## src/sv/bdm_pkg.sv

```systemverilog
// Shared constants, types and helpers for the multi-press button debouncer.
package bdm_pkg;

    localparam int NUM_BUTTONS = 2;
    localparam int MAX_BUTTONS = 4;
    localparam int CNT_W       = 4;
    localparam int RUN_W       = 16;
    localparam int PADDR_W     = 4;

    typedef logic [RUN_W-1:0] t_run;
    typedef logic [CNT_W-1:0] t_cnt;
    typedef logic [1:0]       t_stage;
    typedef logic [1:0]       t_reg_idx;

    localparam t_stage STAGE_IDLE  = 2'd0;
    localparam t_stage STAGE_FIRST = 2'd1;
    localparam t_stage STAGE_WAIT  = 2'd2;

    localparam t_reg_idx REG_DEBOUNCE = 2'd0;
    localparam t_reg_idx REG_GAP      = 2'd1;
    localparam t_reg_idx REG_MAX      = 2'd2;

    localparam t_run DEBOUNCE_RST = 16'd200;
    localparam t_run GAP_RST      = 16'd5000;
    localparam t_run MAX_RST      = 16'd35;

    localparam t_run RUN_MAX = '1;
    localparam t_cnt CNT_MAX = '1;

    function automatic t_run sat_inc(input t_run v);
        sat_inc = (v == RUN_MAX) ? v : v + t_run'(1);
    endfunction

endpackage

```

## src/sv/button_debounce_multipress.sv

```systemverilog
// Multi-press button debouncer: per-button press-series counting with APB setup.
// An accepted request's result is captured in the output register. Throughput:
// one request per cycle while i_out_ready is high; the per-button update is a
// single pass of counters and compares between the state and result registers.
// Reset (synchronous, active low) clears all button state and the output valid,
// and loads debounce 200, gap timeout 5000, max-press limits 3 and 2 (packed 35).
module button_debounce_multipress
    import bdm_pkg::*;
(
    input  logic                            i_clk,
    input  logic                            i_rst_n,
    input  logic                            i_in_valid,
    output logic                            o_in_ready,
    input  logic [3:0]                      i_pressed_levels,
    output logic                            o_out_valid,
    input  logic                            i_out_ready,
    output logic [4*CNT_W-1:0]              o_press_counts,
    output logic [3:0]                      o_series_done_mask,
    input  logic                            psel,
    input  logic                            penable,
    input  logic                            pwrite,
    input  logic [PADDR_W-1:0]              paddr,
    input  logic [31:0]                     pwdata,
    output logic [31:0]                     prdata,
    output logic                            pready
);

    t_run r_debounce;
    t_run r_gap_to;
    t_run r_max_packed;

    t_run   r_prun [NUM_BUTTONS];
    t_run   r_rrun [NUM_BUTTONS];
    t_stage r_stage[NUM_BUTTONS];
    logic   r_flag [NUM_BUTTONS];
    t_run   r_gap  [NUM_BUTTONS];
    t_cnt   r_car  [NUM_BUTTONS];
    t_cnt   r_cnt  [NUM_BUTTONS];
    logic   r_done [NUM_BUTTONS];

    t_run   n_prun [NUM_BUTTONS];
    t_run   n_rrun [NUM_BUTTONS];
    t_stage n_stage[NUM_BUTTONS];
    logic   n_flag [NUM_BUTTONS];
    t_run   n_gap  [NUM_BUTTONS];
    t_cnt   n_car  [NUM_BUTTONS];
    t_cnt   n_cnt  [NUM_BUTTONS];
    logic   n_done [NUM_BUTTONS];
    t_cnt   lim    [NUM_BUTTONS];

    logic [4*CNT_W-1:0] n_counts;
    logic [3:0]         n_mask;
    logic               r_out_valid;
    logic               in_fire;
    logic               cfg_wr;
    t_reg_idx           reg_idx;

    assign o_in_ready  = !r_out_valid || i_out_ready;
    assign in_fire     = i_in_valid && o_in_ready;
    assign o_out_valid = r_out_valid;
    assign pready      = 1'b1;
    assign cfg_wr      = psel && penable && pwrite;
    assign reg_idx     = paddr[3:2];

    // register file
    always_ff @(posedge i_clk) begin
        if (!i_rst_n) begin
            r_debounce   <= DEBOUNCE_RST;
            r_gap_to     <= GAP_RST;
            r_max_packed <= MAX_RST;
        end else if (cfg_wr) begin
            case (reg_idx)
                REG_DEBOUNCE: r_debounce   <= pwdata[RUN_W-1:0];
                REG_GAP:      r_gap_to     <= pwdata[RUN_W-1:0];
                REG_MAX:      r_max_packed <= pwdata[RUN_W-1:0];
                default: ;
            endcase
        end
    end

    always_comb begin
        case (reg_idx)
            REG_DEBOUNCE: prdata = {16'd0, r_debounce};
            REG_GAP:      prdata = {16'd0, r_gap_to};
            REG_MAX:      prdata = {16'd0, r_max_packed};
            default:      prdata = '0;
        endcase
    end

    // per-button update, once per accepted request
    always_comb begin
        n_counts = '0;
        n_mask   = '0;
        for (int b = 0; b < NUM_BUTTONS; b++) begin
            n_prun[b]  = r_prun[b];
            n_rrun[b]  = r_rrun[b];
            n_stage[b] = r_stage[b];
            n_flag[b]  = r_flag[b];
            n_gap[b]   = r_gap[b];
            n_car[b]   = r_car[b];
            n_cnt[b]   = r_cnt[b];
            n_done[b]  = r_done[b];
            lim[b]     = r_max_packed[4*b +: 4];

            // gap timer runs before the level is looked at
            if (n_stage[b] == STAGE_WAIT) begin
                n_gap[b] = sat_inc(r_gap[b]);
                if (n_gap[b] >= r_gap_to) begin
                    if (r_cnt[b] != '0) n_done[b] = 1'b1;
                    n_gap[b]   = '0;
                    n_stage[b] = STAGE_IDLE;
                end
            end

            if (i_pressed_levels[b]) begin
                n_prun[b] = sat_inc(r_prun[b]);
                n_rrun[b] = '0;
                if (n_prun[b] >= r_debounce) begin
                    if (n_stage[b] == STAGE_WAIT) begin
                        if (r_cnt[b] < lim[b])
                            n_cnt[b] = (r_car[b] == CNT_MAX) ? CNT_MAX : r_car[b] + t_cnt'(1);
                        n_flag[b] = 1'b1;
                        n_done[b] = 1'b0;
                    end else begin
                        if (!r_flag[b]) begin
                            n_cnt[b]  = t_cnt'(1);
                            n_done[b] = 1'b0;
                        end
                        if (n_stage[b] == STAGE_IDLE) n_stage[b] = STAGE_FIRST;
                    end
                end
            end else begin
                n_rrun[b] = sat_inc(r_rrun[b]);
                n_prun[b] = '0;
                if (n_rrun[b] >= r_debounce &&
                    (n_stage[b] == STAGE_FIRST || r_flag[b])) begin
                    n_stage[b] = STAGE_WAIT;
                    n_gap[b]   = '0;
                    n_car[b]   = r_cnt[b];
                    n_flag[b]  = 1'b0;
                end
            end

            n_counts[4*b +: 4] = n_cnt[b];
            n_mask[b]          = n_done[b];
        end
    end

    always_ff @(posedge i_clk) begin
        if (!i_rst_n) begin
            for (int b = 0; b < NUM_BUTTONS; b++) begin
                r_prun[b]  <= '0;
                r_rrun[b]  <= '0;
                r_stage[b] <= STAGE_IDLE;
                r_flag[b]  <= 1'b0;
                r_gap[b]   <= '0;
                r_car[b]   <= '0;
                r_cnt[b]   <= '0;
                r_done[b]  <= 1'b0;
            end
        end else if (in_fire) begin
            for (int b = 0; b < NUM_BUTTONS; b++) begin
                r_prun[b]  <= n_prun[b];
                r_rrun[b]  <= n_rrun[b];
                r_stage[b] <= n_stage[b];
                r_flag[b]  <= n_flag[b];
                r_gap[b]   <= n_gap[b];
                r_car[b]   <= n_car[b];
                r_cnt[b]   <= n_cnt[b];
                r_done[b]  <= n_done[b];
            end
        end
    end

    // result register
    always_ff @(posedge i_clk) begin
        if (!i_rst_n) begin
            r_out_valid <= 1'b0;
        end else if (in_fire) begin
            r_out_valid <= 1'b1;
        end else if (i_out_ready) begin
            r_out_valid <= 1'b0;
        end
    end

    always_ff @(posedge i_clk) begin
        if (in_fire) begin
            o_press_counts     <= n_counts;
            o_series_done_mask <= n_mask;
        end
    end

endmodule
```

## config.mk

```make
export PLATFORM = sky130hd
export DESIGN_NAME = button_debounce_multipress
export DESIGN_NICKNAME = d
export VERILOG_FILES = /design/src/sv/bdm_pkg.sv /design/src/sv/button_debounce_multipress.sv
export SDC_FILE = /design/constraint.sdc
export NUM_CORES = 1
export LEC_CHECK = 0
export BUFFER_PORTS_ARGS = -buffer_cell sky130_fd_sc_hd__buf_4
export CAP_MARGIN = 10
export CORE_ASPECT_RATIO = 0.6
export CORE_MARGIN = 2
export CORE_UTILIZATION = 26
export CTS_CLUSTER_SIZE = 40
export DETAILED_ROUTE_END_ITERATION = 10
export PLACE_DENSITY_LB_ADDON = 0.15
export SLEW_MARGIN = 0
export SYNTH_ARGS = -nofsm -noshare
export SYNTH_HDL_FRONTEND = slang
export SYNTH_SLANG_ARGS = --single-unit
```

## constraint.sdc

```tcl
create_clock -name i_clk -period 7.08 [get_ports i_clk]
set_input_delay 1.416 -clock i_clk [delete_from_list [all_inputs] [get_ports i_clk]]
set_output_delay 1.416 -clock i_clk [all_outputs]
set_load 0.005 [all_outputs]
```

== Yosys cells after proc, flatten, opt, wreduce, memory -nomap -nowiden ==
Memories as Yosys holds them, arrays and structs flattened.
Cells that the tools add are included.

* $lt $le $gt $ge: 8
* Bitwise gates (word level): 16
* Multiplexer cells: 93
* Reduce and logical (&&, ||, !) cells: 18
* Equality and inequality tests: 16
* Multiply operators: 0
* Div/mod/pow operators: 0
* $add $sub $neg: 8
* Shift operators: 0

{| class="wikitable"
|+ Operator list
! kind !! count
|-
| 16-bit two-way mux || 24
|-
| 16-bit by 1-bit adder with 16-bit output, second input constant || 6
|-
| 16-bit == test, second input constant || 6
|-
| 16-bit greater-or-equal comparator || 6
|-
| 4-bit two-way mux || 20
|-
| 16-bit case mux with 3 select lines || 1
|-
| 1-bit two-way mux || 32
|-
| 2-bit two-way mux || 16
|-
| 1-bit OR || 16
|-
| 2-bit == test, second input constant || 5
|-
| 4-bit by 1-bit adder with 4-bit output, second input constant || 2
|-
| 4-bit == test, second input constant || 2
|-
| 4-bit < comparator || 2
|-
| 4-bit nonzero test || 2
|-
| 2-bit by 1-bit == test with 1-bit output, second input constant || 3
|-
| 2-bit logical NOT || 3
|-
| 2-bit AND reduction || 3
|-
| 1-bit logical AND || 5
|-
| 1-bit logical OR || 3
|-
| 2-bit nonzero test || 1
|-
| 1-bit logical NOT || 1
|}

* Input bits: 47
* Memory bits (writable): 120
* Output and inout port bits: 55
* Bits in read-only memories: 0
* Memories: 8
* Register bits: 59
* Latch bits: 0

{| class="wikitable"
|+ Memory list
! name !! words !! bits a word !! read ports !! clocked after memory_dff !! wr ports !! RTL line !! RTL
|-
| r_gap || 2 || 16 || 2 || 0 || 2 || button_debounce_multipress.sv:36 || <nowiki>t_run r_gap [NUM_BUTTONS];</nowiki>
|-
| r_prun || 2 || 16 || 2 || 0 || 2 || button_debounce_multipress.sv:32 || <nowiki>t_run r_prun [NUM_BUTTONS];</nowiki>
|-
| r_rrun || 2 || 16 || 2 || 0 || 2 || button_debounce_multipress.sv:33 || <nowiki>t_run r_rrun [NUM_BUTTONS];</nowiki>
|-
| r_car || 2 || 4 || 2 || 0 || 2 || button_debounce_multipress.sv:37 || <nowiki>t_cnt r_car [NUM_BUTTONS];</nowiki>
|-
| r_cnt || 2 || 4 || 2 || 0 || 2 || button_debounce_multipress.sv:38 || <nowiki>t_cnt r_cnt [NUM_BUTTONS];</nowiki>
|-
| r_stage || 2 || 2 || 2 || 0 || 2 || button_debounce_multipress.sv:34 || <nowiki>t_stage r_stage[NUM_BUTTONS];</nowiki>
|-
| 2 more memories || -- || -- || -- || -- || -- || -- ||
|}

== Logic depth before layout (Yosys ltp) ==
An unclocked memory read counts as a cell.

* Depth in word-level cells: 12
* Mapped depth: 17

== Worst setup path after synthesis ==
OpenSTA, ideal clock, no wires.

* Kind: in2reg
* Start: input i_out_ready
* End: memory r_car[0][0] in the netlist's numbering, enable pin
* Path buffers: 0
* Path slack: 1592 ps
* Setup time: 316 ps
* Stages: 4
* Required time: 6764 ps
* Arrival time: 5172 ps
* Path through: nand2b_1 -> and2_1 -> nand2b_1 -> and2_1

{| class="wikitable"
|+ RTL lines
! item !! RTL line !! RTL
|-
| from (decl) || button_debounce_multipress.sv:16 || <nowiki>input logic i_out_ready,</nowiki>
|-
| to (decl) || button_debounce_multipress.sv:37 ||
|}

==> metrics.txt <==
# TYPE chip_impl_metric gauge
chip_impl_metric{name="finalSetupTns",unit="ns"} 0
chip_impl_metric{name="via_per_inst",unit=""} 4.80
chip_impl_metric{name="final_cells",unit=""} 1998
chip_impl_metric{name="core.rowCount",unit=""} 61
chip_impl_info{name="crit_family",value="compound AO/OA/AOI/OAI gates"} 1
chip_impl_metric{name="vdd_ir_drop_max",unit="mV"} 0.186
chip_impl_metric{name="drt_first_iter_violations",unit=""} 911
chip_impl_metric{name="finish.utilization",unit="%"} 29.7
chip_impl_metric{name="dieWidth",unit="um"} 284
chip_impl_info{name="netlist_top_cells_area",value="sky130_fd_sc_hd__edfxtp_1 32%, sky130_fd_sc_hd__ha_1 11%, sky130_fd_sc_hd__dfxtp_1 8.0%, sky130_fd_sc_hd__nand2_1 5.9%, sky130_fd_sc_hd__a21oi_1 2.7%"} 1
chip_impl_metric{name="gp_congestion",unit=""} 0.794
chip_impl_metric{name="skew",unit="ns"} 0.0112
chip_impl_metric{name="worst_path_largest_cell_delay",unit="ns"} 0.47
chip_impl_metric{name="clock_sink_count",unit=""} 179
chip_impl_metric{name="normalized_max_slew_margin",unit="%"} 28.6
chip_impl_metric{name="synth-async-reset-ratio",unit="%"} 0
chip_impl_metric{name="count_of_h_tree_levels_built_during_cts",unit=""} 4
chip_impl_metric{name="maxCapViolCount",unit=""} 0
chip_impl_metric{name="synthesis.yosys.warnings",unit=""} 0
chip_impl_metric{name="cts_buffers",unit=""} 17
chip_impl_metric{name="synth_area_per_cell",unit="um^2"} 9.26
chip_impl_metric{name="seq_area_frac_synth",unit="%"} 39.9
chip_impl_info{name="critical-path-top-cell-by-count",value="sky130_fd_sc_hd__ha_1"} 1
chip_impl_metric{name="cp_max_fo",unit=""} 13
chip_impl_metric{name="first_pass_grt_wire_length",unit="mm"} 56.3
chip_impl_info{name="mostFrequentLayoutCells",value="194 x sky130_fd_sc_hd__nand2_1, 130 x sky130_fd_sc_hd__edfxtp_1, 110 x sky130_fd_sc_hd__ha_1, 75 x sky130_fd_sc_hd__nor2_1"} 1
chip_impl_metric{name="num-fill-cells",unit=""} 4924
chip_impl_info{name="mostFrequentLayoutCell",value="sky130_fd_sc_hd__nand2_1"} 1
chip_impl_metric{name="clkTransAtPathRegs",unit="ns"} 0.07
chip_impl_metric{name="max_freq",unit="MHz"} 212
chip_impl_metric{name="post_cts_resized",unit=""} 0
chip_impl_metric{name="timing_worst_slew_pin_value",unit="ns"} 1.07
chip_impl_info{name="yosys_most_used_dff",value="sky130_fd_sc_hd__edfxtp_1"} 1
chip_impl_metric{name="path_buf_inv",unit=""} 1
chip_impl_info{name="worst_path_max_delay_cell",value="sky130_fd_sc_hd__edfxtp_1"} 1
chip_impl_metric{name="grt.overflow.total",unit=""} 0
chip_impl_metric{name="register_cell_area_after_layout",unit="um^2"} 4880
chip_impl_metric{name="numPlacedInstances",unit=""} 1965
chip_impl_metric{name="power-per-cell-area",unit="nW/um^2"} 193
chip_impl_metric{name="setup-violations-final",unit=""} 0
chip_impl_info{name="worstHoldPathType",value="flop to flop"} 1
chip_impl_metric{name="dieArea",unit="um^2"} 48900
chip_impl_metric{name="route.antenna.remaining_nets",unit=""} 0
chip_impl_info{name="cp-start-kind",value="flop"} 1
chip_impl_metric{name="std_cell_core_area",unit="um^2"} 46400
chip_impl_metric{name="flow.area_growth_from_synthesis",unit="%"} 12.5
chip_impl_metric{name="postCtsSetupBuffers",unit=""} 0
chip_impl_metric{name="routed_wire_length_per_instance",unit="um"} 18.4
chip_impl_metric{name="layout_min_cycle_time",unit="ns"} 4.71
chip_impl_metric{name="finalMaxSlewViolations",unit=""} 0
chip_impl_metric{name="antenna_found_initial",unit=""} 0
chip_impl_metric{name="portBuffers",unit=""} 54
chip_impl_info{name="synth_area_leader_cell",value="sky130_fd_sc_hd__edfxtp_1"} 1
chip_impl_metric{name="count_of_flip_flops_with_a_built_in_enable_after_synthesis",unit=""} 130
chip_impl_metric{name="grt_start_max_net_pins",unit=""} 53
chip_impl_info{name="setup.worst_path.end_class",value="flop"} 1
chip_impl_metric{name="first_global_vias",unit=""} 8973
chip_impl_metric{name="timing.final.hold_violations",unit=""} 0
chip_impl_metric{name="synth_top_area_share",unit="%"} 31.9
chip_impl_metric{name="layout_setup_ws",unit="ns"} 2.37
chip_impl_metric{name="multi_input_area",unit="um^2"} 6780
chip_impl_metric{name="critical_path_required",unit="ns"} 7.30
chip_impl_metric{name="grt_util_all_layers",unit="%"} 15.3
chip_impl_metric{name="hold_buffers",unit=""} 0
chip_impl_metric{name="synth.distinct_cells",unit=""} 74
chip_impl_metric{name="place_worst_setup_slack",unit="ns"} 2.48
chip_impl_info{name="clock_tree.root_cell",value="sky130_fd_sc_hd__clkbuf_16"} 1
chip_impl_metric{name="clk_latency",unit="ns"} 0.46
chip_impl_metric{name="final_net_count",unit=""} 1511
chip_impl_metric{name="drc",unit=""} 0
chip_impl_metric{name="drt-pass1-iter-count",unit=""} 5
chip_impl_metric{name="finalPower",unit="uW"} 2660
chip_impl_metric{name="drive_gt1_share",unit="%"} 9.73
chip_impl_metric{name="synthesis.area",unit="um^2"} 12200
chip_impl_info{name="grt_setup_unrepaired",value="no"} 1
chip_impl_metric{name="power.leakage",unit="uW"} 0.00531
chip_impl_info{name="category_of_the_critical_setup_timing_path",value="flop to flop"} 1
chip_impl_metric{name="fin_crit_sh",unit="%"} 66.6
chip_impl_metric{name="clock_path_buffers",unit=""} 2
chip_impl_info{name="tritoncts",value="built"} 1
chip_impl_metric{name="synth_seq_cells",unit=""} 179
chip_impl_metric{name="syn_inst",unit=""} 1322
chip_impl_metric{name="totalWireLength",unit="mm"} 36.7
chip_impl_metric{name="place.detailed.hpwl",unit="mm"} 28.0
chip_impl_metric{name="num_vias",unit=""} 9586
chip_impl_info{name="path_cells",value="ha_1 -> and3_1 -> and4_1 -> nand2_1 -> nand3_1 -> o21a_1 -> ha_1 -> a211o_1 -> a31oi_1 -> o221ai_2 -> a211oi_4 -> buf_4 -> o21a_2 -> o22ai_1 -> and2_1"} 1
chip_impl_metric{name="floorplan.initialDensity",unit="%"} 26.4
chip_impl_metric{name="boundaryPins",unit=""} 102
chip_impl_metric{name="die_h",unit="um"} 172
chip_impl_metric{name="worst_ep_arrival_time",unit="ns"} 4.93
chip_impl_info{name="outcome",value="complete, no violations"} 1
==> logic make-up after synthesis <==
| family | Yosys count | synth area share, % |
|---|---|---|
| flip-flops | 179 | 39.9 |
| adder cells (fa/ha/maj) | 110 | 11.2 |
| other | 2 | 0.0613 |
| buffers and inverters | 141 | 5.58 |
| AND/OR/NAND/NOR | 528 | 21.4 |
| multiplexers | 29 | 2.48 |
| XOR/XNOR | 58 | 4.15 |
| AO/OA/AOI/OAI | 275 | 15.2 |
==> path summary, 6_finish.rpt <==
kind / start / end / slack [ns] / cells after the start
setup / recovery: r_gap[0][16] / r_cnt[0][7] / 2.37 / 15
hold / removal: r_max_packed[9] / r_max_packed[9] / 0.47 / 2
setup reg to reg: r_gap[0][16] / r_cnt[0][7] / 2.37 / 15
hold reg to reg: r_max_packed[9] / r_max_packed[9] / 0.47 / 2
==> where the power goes <==
part / switching (uW) / internal (uW) / total, uW
clock network: 470 / 528 / 998
registers: 59.3 / 1190 / 1250
logic: 248 / 159 / 408
total: 777 / 1880 / 2660
==> tightest hold or removal path: stages (launching register included) <==
cell and delay [ns]:
sky130_fd_sc_hd__dfxtp_1 0.31, sky130_fd_sc_hd__nand2_1 0.05, sky130_fd_sc_hd__a21boi_0 0.06
==> cells in the mapped netlist (5+ instances only) <==
| cell type | instances |
|---|---|
| sky130_fd_sc_hd__nor2_1 | 75 |
| sky130_fd_sc_hd__a21o_1 | 6 |
| sky130_fd_sc_hd__a22oi_1 | 10 |
| sky130_fd_sc_hd__a41oi_1 | 8 |
| sky130_fd_sc_hd__ha_1 | 110 |
| sky130_fd_sc_hd__a211oi_1 | 8 |
| sky130_fd_sc_hd__buf_2 | 8 |
| sky130_fd_sc_hd__a21oi_1 | 65 |
| sky130_fd_sc_hd__o32ai_1 | 6 |
| sky130_fd_sc_hd__o2111ai_1 | 5 |
| sky130_fd_sc_hd__nor3b_1 | 5 |
| sky130_fd_sc_hd__buf_4 | 32 |
| sky130_fd_sc_hd__or2_2 | 5 |
| sky130_fd_sc_hd__mux2i_1 | 18 |
| sky130_fd_sc_hd__and2_1 | 13 |
| sky130_fd_sc_hd__o211ai_1 | 13 |
| sky130_fd_sc_hd__o21ai_0 | 36 |
| sky130_fd_sc_hd__o21a_1 | 23 |
| sky130_fd_sc_hd__a31oi_1 | 18 |
| sky130_fd_sc_hd__mux2_2 | 11 |
| sky130_fd_sc_hd__xnor2_1 | 37 |
| sky130_fd_sc_hd__inv_1 | 65 |
| sky130_fd_sc_hd__and4_1 | 5 |
| sky130_fd_sc_hd__nand2b_1 | 14 |
| sky130_fd_sc_hd__a21boi_0 | 38 |
| sky130_fd_sc_hd__edfxtp_1 | 130 |
| sky130_fd_sc_hd__and3_1 | 31 |
| sky130_fd_sc_hd__o22ai_1 | 7 |
| sky130_fd_sc_hd__or3_1 | 5 |
| sky130_fd_sc_hd__dfxtp_1 | 49 |
| sky130_fd_sc_hd__xor2_1 | 21 |
| sky130_fd_sc_hd__a311oi_1 | 10 |
| sky130_fd_sc_hd__nand2_1 | 194 |
| sky130_fd_sc_hd__nand4_1 | 26 |
| sky130_fd_sc_hd__nor3_1 | 22 |
| sky130_fd_sc_hd__nor2b_1 | 46 |
| sky130_fd_sc_hd__clkbuf_1 | 28 |
| sky130_fd_sc_hd__nand3_1 | 64 |
==> layer usage <==
metal	part of all wire (%)	wire length [um]	vias to the layer above	global-route usage (%)
met3	5.3	1940	20	2.94
met1	56	20400	4531	24.3
met5	0	0	-	0
li1	-	-	4818	-
met4	1.0	366	0	3.14
met2	38	14000	217	20.8
==> metrics by stage <==
step	area, um^2	hold slack (ns)
after global placement	13200	0.452
after floorplan	12300	0.444
final	13800	0.466
after global routing	13800	0.494
after detailed placement	13200	0.459
after CTS	13800	0.469
==> final cells by class <==
type                            count  area share [%]
Tap cell                          630            5.72
Sequential cell                   179            35.5
Timing Repair Buffer               64            3.49
Inverter                           65            1.77
Multi-Input combinational cell   1027            49.2
Clock inverter                     10           0.581
Antenna cell                        1          0.0182
Clock buffer                       22            3.75
==> registers in the layout, summed over array words and instances (netlist names), 16 cells and up <==
name / flops
r_gap: 32
r_prun: 32
r_rrun: 32
r_debounce: 16
r_gap_to: 16
r_max_packed: 16
Power figures use the tool's default switching activity.
